**src/design/cfpr_pkg.sv**
```systemverilog
// ----------------------------------------------------------------------------
// cfpr_pkg
// Shared constants and types for the CR/LF framed pose receiver.
// ----------------------------------------------------------------------------
`default_nettype none

package cfpr_pkg;

    // Frame geometry
    localparam int PAYLOAD_BYTES = 24;
    localparam int IDX_W         = $clog2(PAYLOAD_BYTES);

    // Payload word positions that leave the block
    localparam int HEADING_WORD = 0;
    localparam int POS_X_WORD   = 3;
    localparam int POS_Y_WORD   = 4;

    // Delimiter bytes
    localparam logic [7:0] HDR_FIRST  = 8'h0D;
    localparam logic [7:0] HDR_SECOND = 8'h0A;
    localparam logic [7:0] TRL_FIRST  = 8'h0A;
    localparam logic [7:0] TRL_SECOND = 8'h0D;

    typedef enum logic [2:0] {
        PH_HUNT = 3'd0,
        PH_HDR2 = 3'd1,
        PH_DATA = 3'd2,
        PH_TRL1 = 3'd3,
        PH_TRL2 = 3'd4
    } phase_t;

    typedef struct packed {
        logic [31:0] heading_bits;
        logic [31:0] pos_x_bits;
        logic [31:0] pos_y_bits;
    } pose_t;

endpackage

`default_nettype wire

```
**src/design/crlf_framed_pose_receiver.sv**
```systemverilog
// ----------------------------------------------------------------------------
// crlf_framed_pose_receiver
// Parses CR LF <payload> LF CR frames from a byte stream and emits a pose.
// ----------------------------------------------------------------------------
//
//  Channel   Direction  Ports                                   Beat
//  s_        in         s_valid s_ready s_rx_byte               one rx byte
//  m_        out        m_valid m_ready m_heading_bits          one pose per
//                       m_pos_x_bits m_pos_y_bits               good frame
//
//  One byte is taken per clock while s_ready is high; the closing CR of
//  the trailer pushes the finished pose into the registered result buffer.
//  Reset (aresetn low, synchronous) returns the parser to header hunt and
//  empties the result buffer; captured payload bytes are not cleared.
//  s_ready drops only when both result slots are full (m_ready held low
//  while two poses queue up); it comes from a register, not from m_ready.
// ----------------------------------------------------------------------------
`default_nettype none

module crlf_framed_pose_receiver (
    input  wire logic        aclk,
    input  wire logic        aresetn,
    input  wire logic        s_valid,
    output logic             s_ready,
    input  wire logic [7:0]  s_rx_byte,
    output logic             m_valid,
    input  wire logic        m_ready,
    output logic [31:0]      m_heading_bits,
    output logic [31:0]      m_pos_x_bits,
    output logic [31:0]      m_pos_y_bits
);
    import cfpr_pkg::*;

    logic  byte_fire;
    logic  emit;
    logic  space;
    pose_t pose;
    pose_t out_pose;

    // Advance the parser on every byte transfer
    assign s_ready   = space;
    assign byte_fire = s_valid && s_ready;

    cfpr_parser u_parser (
        .aclk      (aclk),
        .aresetn   (aresetn),
        .byte_fire (byte_fire),
        .rx_byte   (s_rx_byte),
        .pose      (pose),
        .emit      (emit)
    );

    // Hold finished poses until the consumer takes them
    cfpr_out_buf u_out_buf (
        .aclk      (aclk),
        .aresetn   (aresetn),
        .push      (emit),
        .push_data (pose),
        .space     (space),
        .out_valid (m_valid),
        .out_ready (m_ready),
        .out_data  (out_pose)
    );

    assign m_heading_bits = out_pose.heading_bits;
    assign m_pos_x_bits   = out_pose.pos_x_bits;
    assign m_pos_y_bits   = out_pose.pos_y_bits;

endmodule

`default_nettype wire

```
**src/design/cfpr_parser.sv**
```systemverilog
// ----------------------------------------------------------------------------
// cfpr_parser
// Frame phase tracker and payload capture; flags a finished frame.
// ----------------------------------------------------------------------------
`default_nettype none

module cfpr_parser (
    input  wire logic           aclk,
    input  wire logic           aresetn,
    input  wire logic           byte_fire,
    input  wire logic [7:0]     rx_byte,
    output cfpr_pkg::pose_t     pose,
    output logic                emit
);
    import cfpr_pkg::*;

    phase_t           phase_reg, phase_next;
    logic [IDX_W-1:0] idx_reg, idx_next;
    logic [7:0]       store_reg [PAYLOAD_BYTES];

    // Next phase and payload index
    always_comb begin
        phase_next = phase_reg;
        idx_next   = idx_reg;
        if (byte_fire) begin
            unique case (phase_reg)
                PH_HUNT: begin
                    phase_next = (rx_byte == HDR_FIRST) ? PH_HDR2 : PH_HUNT;
                end
                PH_HDR2: begin
                    if (rx_byte == HDR_SECOND) begin
                        idx_next   = '0;
                        phase_next = PH_DATA;
                    end else if (rx_byte != HDR_FIRST) begin
                        phase_next = PH_HUNT;
                    end
                end
                PH_DATA: begin
                    if (idx_reg == IDX_W'(PAYLOAD_BYTES - 1)) begin
                        idx_next   = '0;
                        phase_next = PH_TRL1;
                    end else begin
                        idx_next = idx_reg + IDX_W'(1);
                    end
                end
                PH_TRL1: begin
                    phase_next = (rx_byte == TRL_FIRST) ? PH_TRL2 : PH_HUNT;
                end
                PH_TRL2: begin
                    phase_next = PH_HUNT;
                end
                default: begin
                    phase_next = PH_HUNT;
                end
            endcase
        end
    end

    // Result flag and assembled words (little-endian within each word)
    always_comb begin
        emit = byte_fire && (phase_reg == PH_TRL2) && (rx_byte == TRL_SECOND);
        for (int b = 0; b < 4; b++) begin
            pose.heading_bits[8*b +: 8] = store_reg[4*HEADING_WORD + b];
            pose.pos_x_bits[8*b +: 8]   = store_reg[4*POS_X_WORD + b];
            pose.pos_y_bits[8*b +: 8]   = store_reg[4*POS_Y_WORD + b];
        end
    end

    always_ff @(posedge aclk) begin
        if (!aresetn) begin
            phase_reg <= PH_HUNT;
            idx_reg   <= '0;
        end else begin
            phase_reg <= phase_next;
            idx_reg   <= idx_next;
        end
    end

    // Payload capture, no reset needed
    always_ff @(posedge aclk) begin
        if (byte_fire && (phase_reg == PH_DATA)) begin
            store_reg[idx_reg] <= rx_byte;
        end
    end

endmodule

`default_nettype wire

```
**src/design/cfpr_out_buf.sv**
```systemverilog
// ----------------------------------------------------------------------------
// cfpr_out_buf
// Two-entry result buffer (main plus skid) with a registered ready.
// ----------------------------------------------------------------------------
`default_nettype none

module cfpr_out_buf (
    input  wire logic             aclk,
    input  wire logic             aresetn,
    input  wire logic             push,
    input  wire cfpr_pkg::pose_t  push_data,
    output logic                  space,
    output logic                  out_valid,
    input  wire logic             out_ready,
    output cfpr_pkg::pose_t       out_data
);
    import cfpr_pkg::*;

    logic  main_valid_reg, main_valid_next;
    logic  skid_valid_reg, skid_valid_next;
    pose_t main_reg, main_next;
    pose_t skid_reg, skid_next;
    logic  pop;

    assign pop       = main_valid_reg && out_ready;
    assign space     = !skid_valid_reg;
    assign out_valid = main_valid_reg;
    assign out_data  = main_reg;

    always_comb begin
        main_valid_next = main_valid_reg;
        skid_valid_next = skid_valid_reg;
        main_next       = main_reg;
        skid_next       = skid_reg;
        priority if (skid_valid_reg) begin
            if (pop) begin
                main_next       = skid_reg;
                skid_valid_next = 1'b0;
            end
        end else if (main_valid_reg) begin
            if (pop && push) begin
                main_next = push_data;
            end else if (pop) begin
                main_valid_next = 1'b0;
            end else if (push) begin
                skid_next       = push_data;
                skid_valid_next = 1'b1;
            end
        end else begin
            if (push) begin
                main_next       = push_data;
                main_valid_next = 1'b1;
            end
        end
    end

    always_ff @(posedge aclk) begin
        if (!aresetn) begin
            main_valid_reg <= 1'b0;
            skid_valid_reg <= 1'b0;
        end else begin
            main_valid_reg <= main_valid_next;
            skid_valid_reg <= skid_valid_next;
        end
    end

    always_ff @(posedge aclk) begin
        main_reg <= main_next;
        skid_reg <= skid_next;
    end

endmodule

`default_nettype wire

```
**config.mk**
```make
export PLATFORM = sky130hd
export DESIGN_NAME = crlf_framed_pose_receiver
export DESIGN_NICKNAME = d
export VERILOG_FILES = /design/src/design/cfpr_pkg.sv /design/src/design/crlf_framed_pose_receiver.sv /design/src/design/cfpr_parser.sv /design/src/design/cfpr_out_buf.sv
export SDC_FILE = /design/constraint.sdc
export NUM_CORES = 1
export LEC_CHECK = 0
export BUFFER_PORTS_ARGS = -buffer_cell sky130_fd_sc_hd__buf_2
export CORE_ASPECT_RATIO = 1.2
export CORE_UTILIZATION = 62
export CTS_CLUSTER_SIZE = 28
export DETAILED_ROUTE_END_ITERATION = 8
export PLACE_DENSITY = 0.83
export SLEW_MARGIN = 20
export SYNTH_ARGS = -nofsm -noshare
export SYNTH_HDL_FRONTEND = slang
export SYNTH_SLANG_ARGS = --single-unit
```
**constraint.sdc**
```tcl
create_clock -name aclk -period 25.3 [get_ports aclk]
set_input_delay 0 -clock aclk [delete_from_list [all_inputs] [get_ports aclk]]
set_output_delay 0 -clock aclk [all_outputs]
set_load 0.03 [all_outputs]
```
==> qor.yml <==
status: "finished clean"
worstHoldStart: "aresetn"
grt_max_degree: 77
first_iter_violations: 282
criticalPathCategory: "flip-flop to flip-flop"
grt_pass1_wl_um: 27050
cts_tree: "yes"
grt_pass1_vias: 4863
clk_pin_slew_ns: 0.06
hold_class: "primary input to flip-flop"
gp_congestion: 0.8231
ir_worst_vdd_v: 0.00007176
core_um2: 16400
cts.htree.levels: 1
cts_sinks: 298
end_kind: "flip-flop"
fin_skew_ns: 0.009975
numPortBuffers: 109
vias_per_cell: 5.631
finish.utilization_pct: 75.00
drc: 0
die_area_um2: 17520
grt_overflow_total: 0
hold_path_end: "u_parser.idx_reg[4]$_SDFFE_PN0P_"
finalWirelength_um: 18270
setup_violations: 0
syn_nets: 505
firstDrtPassIters: 5
num_vias: 4854
post_cts_resized: 0
worst_hold_slack_ns: 0.4119
synth_area_um2: 10540
dpl_worst_slack_ns: 22.13
drtAntennaViolNets: 0
wl_per_cell_um: 21.19
top_layer: "met4"
yosysSeqAreaShare_pct: 83.99
area.growth.synth_to_final_pct: 16.75
cp_max_fo: 71
drv_cap: 0
fmax_ghz: 0.3135
io_pins: 110
layout_common_cells: "edfxtp_1, buf_2, mux2_2"
reg2reg_from: "u_out_buf.skid_valid_reg$_SDFF_PN0_"
die_h_um: 144.8
maxSlewHeadroom_pct: 33.51
cts_hold_buf: 12
postCtsSetupRepairBufs: 0
crit_arrival_ns: 3.32
startpoint_type: "flip-flop"
finalHoldViolations: 0
clockBufferDepth: 3
wl_met1_um: 7248
synth_seq_cells: 298
r2r-end: "u_out_buf.out_data[34]$_DFFE_PP_"
worst_skew_pair.late_latency_ns: 0.51
synth_cell_type_count: 39
route.met3.wl_um: 818
reg2reg_slack_ns: 22.11
power.density_nw_per_um2: 73.32
hold_depth: 4
die_w_um: 121.0
period_needed_ns: 3.190
setup_ws_ns: 22.11
cp_data_required_time_ns: 25.43
finalMaxSlewViolations: 0
root_buffer: "clkbuf_16"
cts_made_buffers: 26
tns_ns: 0
syn_inst: 489
fin_crit_sh_pct: 12.61
nNetsFinal: 646
tightest_slew_ns: 0.9974
fp-row-count: 51
diodes: 0
avgSynthCellArea_um2: 21.54
synth_warnings: 0
start_util_pct: 64.24
grt_usage_pct: 21.02
antenna_found_initial: 0
power.leakage_nw: 4.116
final_common_cell: "edfxtp_1"
drive_gt1_share_pct: 39.54
worstRegToRegCells: 4
hpwl_um: 10780
rsz0062_at_grt: "no"
route.met2.wl_um: 9799
## routing by layer
layer  vias up  GRT usage (%)
met3        33          2.978
met5         -              0
li1       2215              -
met4         0          6.368
met2       155          37.95
met1      2451          26.52
## final cells by class
class	instances	area, um^2
sequential	298	8852
fill	869	4100
multi-input combinational	168	1644
clock buffer	41	738.2
timing repair buffer	126	723.2
tap	212	265.3
clock inverter	7	38.79
inverter	10	37.54
## report_power, final
group          switching (mW)  internal [mW]
Combinational         0.00536        0.00238
Sequential           0.000186          0.535
Clock                   0.158          0.201
Total                   0.164          0.738
## logic make-up after synthesis
group	share of synthesized area, %
AOI/OAI and AO/OA	1.211
muxes	10.26
DFF	83.99
buffers and inverters	0.9502
adders and majority gates	0.4751
and+or+nand+nor	3.112
## synthesized netlist by cell type, drive strengths merged
cell type / n / area share [%]
a21oi: 5 / 0.24
dfxtp: 10 / 1.9
and4b: 1 / 0.095
nor3: 3 / 0.14
and4bb: 1 / 0.12
and2: 5 / 0.31
edfxtp: 288 / 82
clkbuf: 2 / 0.071
ha: 4 / 0.48
o22ai: 1 / 0.059
a31oi: 2 / 0.12
nor2: 7 / 0.25
o21ai: 2 / 0.095
inv: 10 / 0.36
nand3: 2 / 0.095
nand2: 9 / 0.39
nor3b: 2 / 0.25
and3: 2 / 0.17
a21o: 5 / 0.37
a32o: 1 / 0.095
and2b: 1 / 0.071
o31ai: 1 / 0.071
nor4b: 2 / 0.17
a2bb2oi: 1 / 0.083
nand2b: 2 / 0.12
nor4: 5 / 0.50
buf: 11 / 0.52
o2bb2ai: 1 / 0.083
mux2: 96 / 10
nand4b: 1 / 0.083
nand4: 6 / 0.36
## stage by stage
step,total power [mW],cell area (um^2),cells
after detailed placement,0.5521,11380,802
after CTS,0.9080,12280,862
after global placement,0.5516,11350,801
after global routing,0.9256,12300,862
final,0.9018,12300,862
after floorplan,0.5471,10540,489
## worst max path at each step
| stage | start | endpoint | slack (ns) | depth (start not counted) |
|---|---|---|---|---|
| finish | u_out_buf.skid_valid_reg$_SDFF_PN0_ | u_out_buf.out_data[34]$_DFFE_PP_ | 22.11 | 4 |
| floorplan | u_out_buf.skid_valid_reg$_SDFF_PN0_ | u_out_buf.skid_reg[0]$_DFFE_PP_ | 17.19 | 4 |
| CTS | u_out_buf.skid_valid_reg$_SDFF_PN0_ | u_out_buf.out_data[67]$_DFFE_PP_ | 22.11 | 4 |
| global route | u_out_buf.skid_valid_reg$_SDFF_PN0_ | u_out_buf.out_data[49]$_DFFE_PP_ | 21.90 | 4 |
| detailed placement | u_out_buf.skid_valid_reg$_SDFF_PN0_ | u_out_buf.out_data[52]$_DFFE_PP_ | 22.13 | 4 |
| global placement | u_out_buf.skid_valid_reg$_SDFF_PN0_ | u_out_buf.out_data[51]$_DFFE_PP_ | 22.27 | 4 |
## worst max-delay path: stages, from the launching register on
cell,delay (ns)
dfxtp_4,0.45
nor4b_1,0.37
nand4_1,0.32
a2bb2oi_4,0.77
buf_4,0.81
Note: power is estimated with default switching activity, not from simulation.
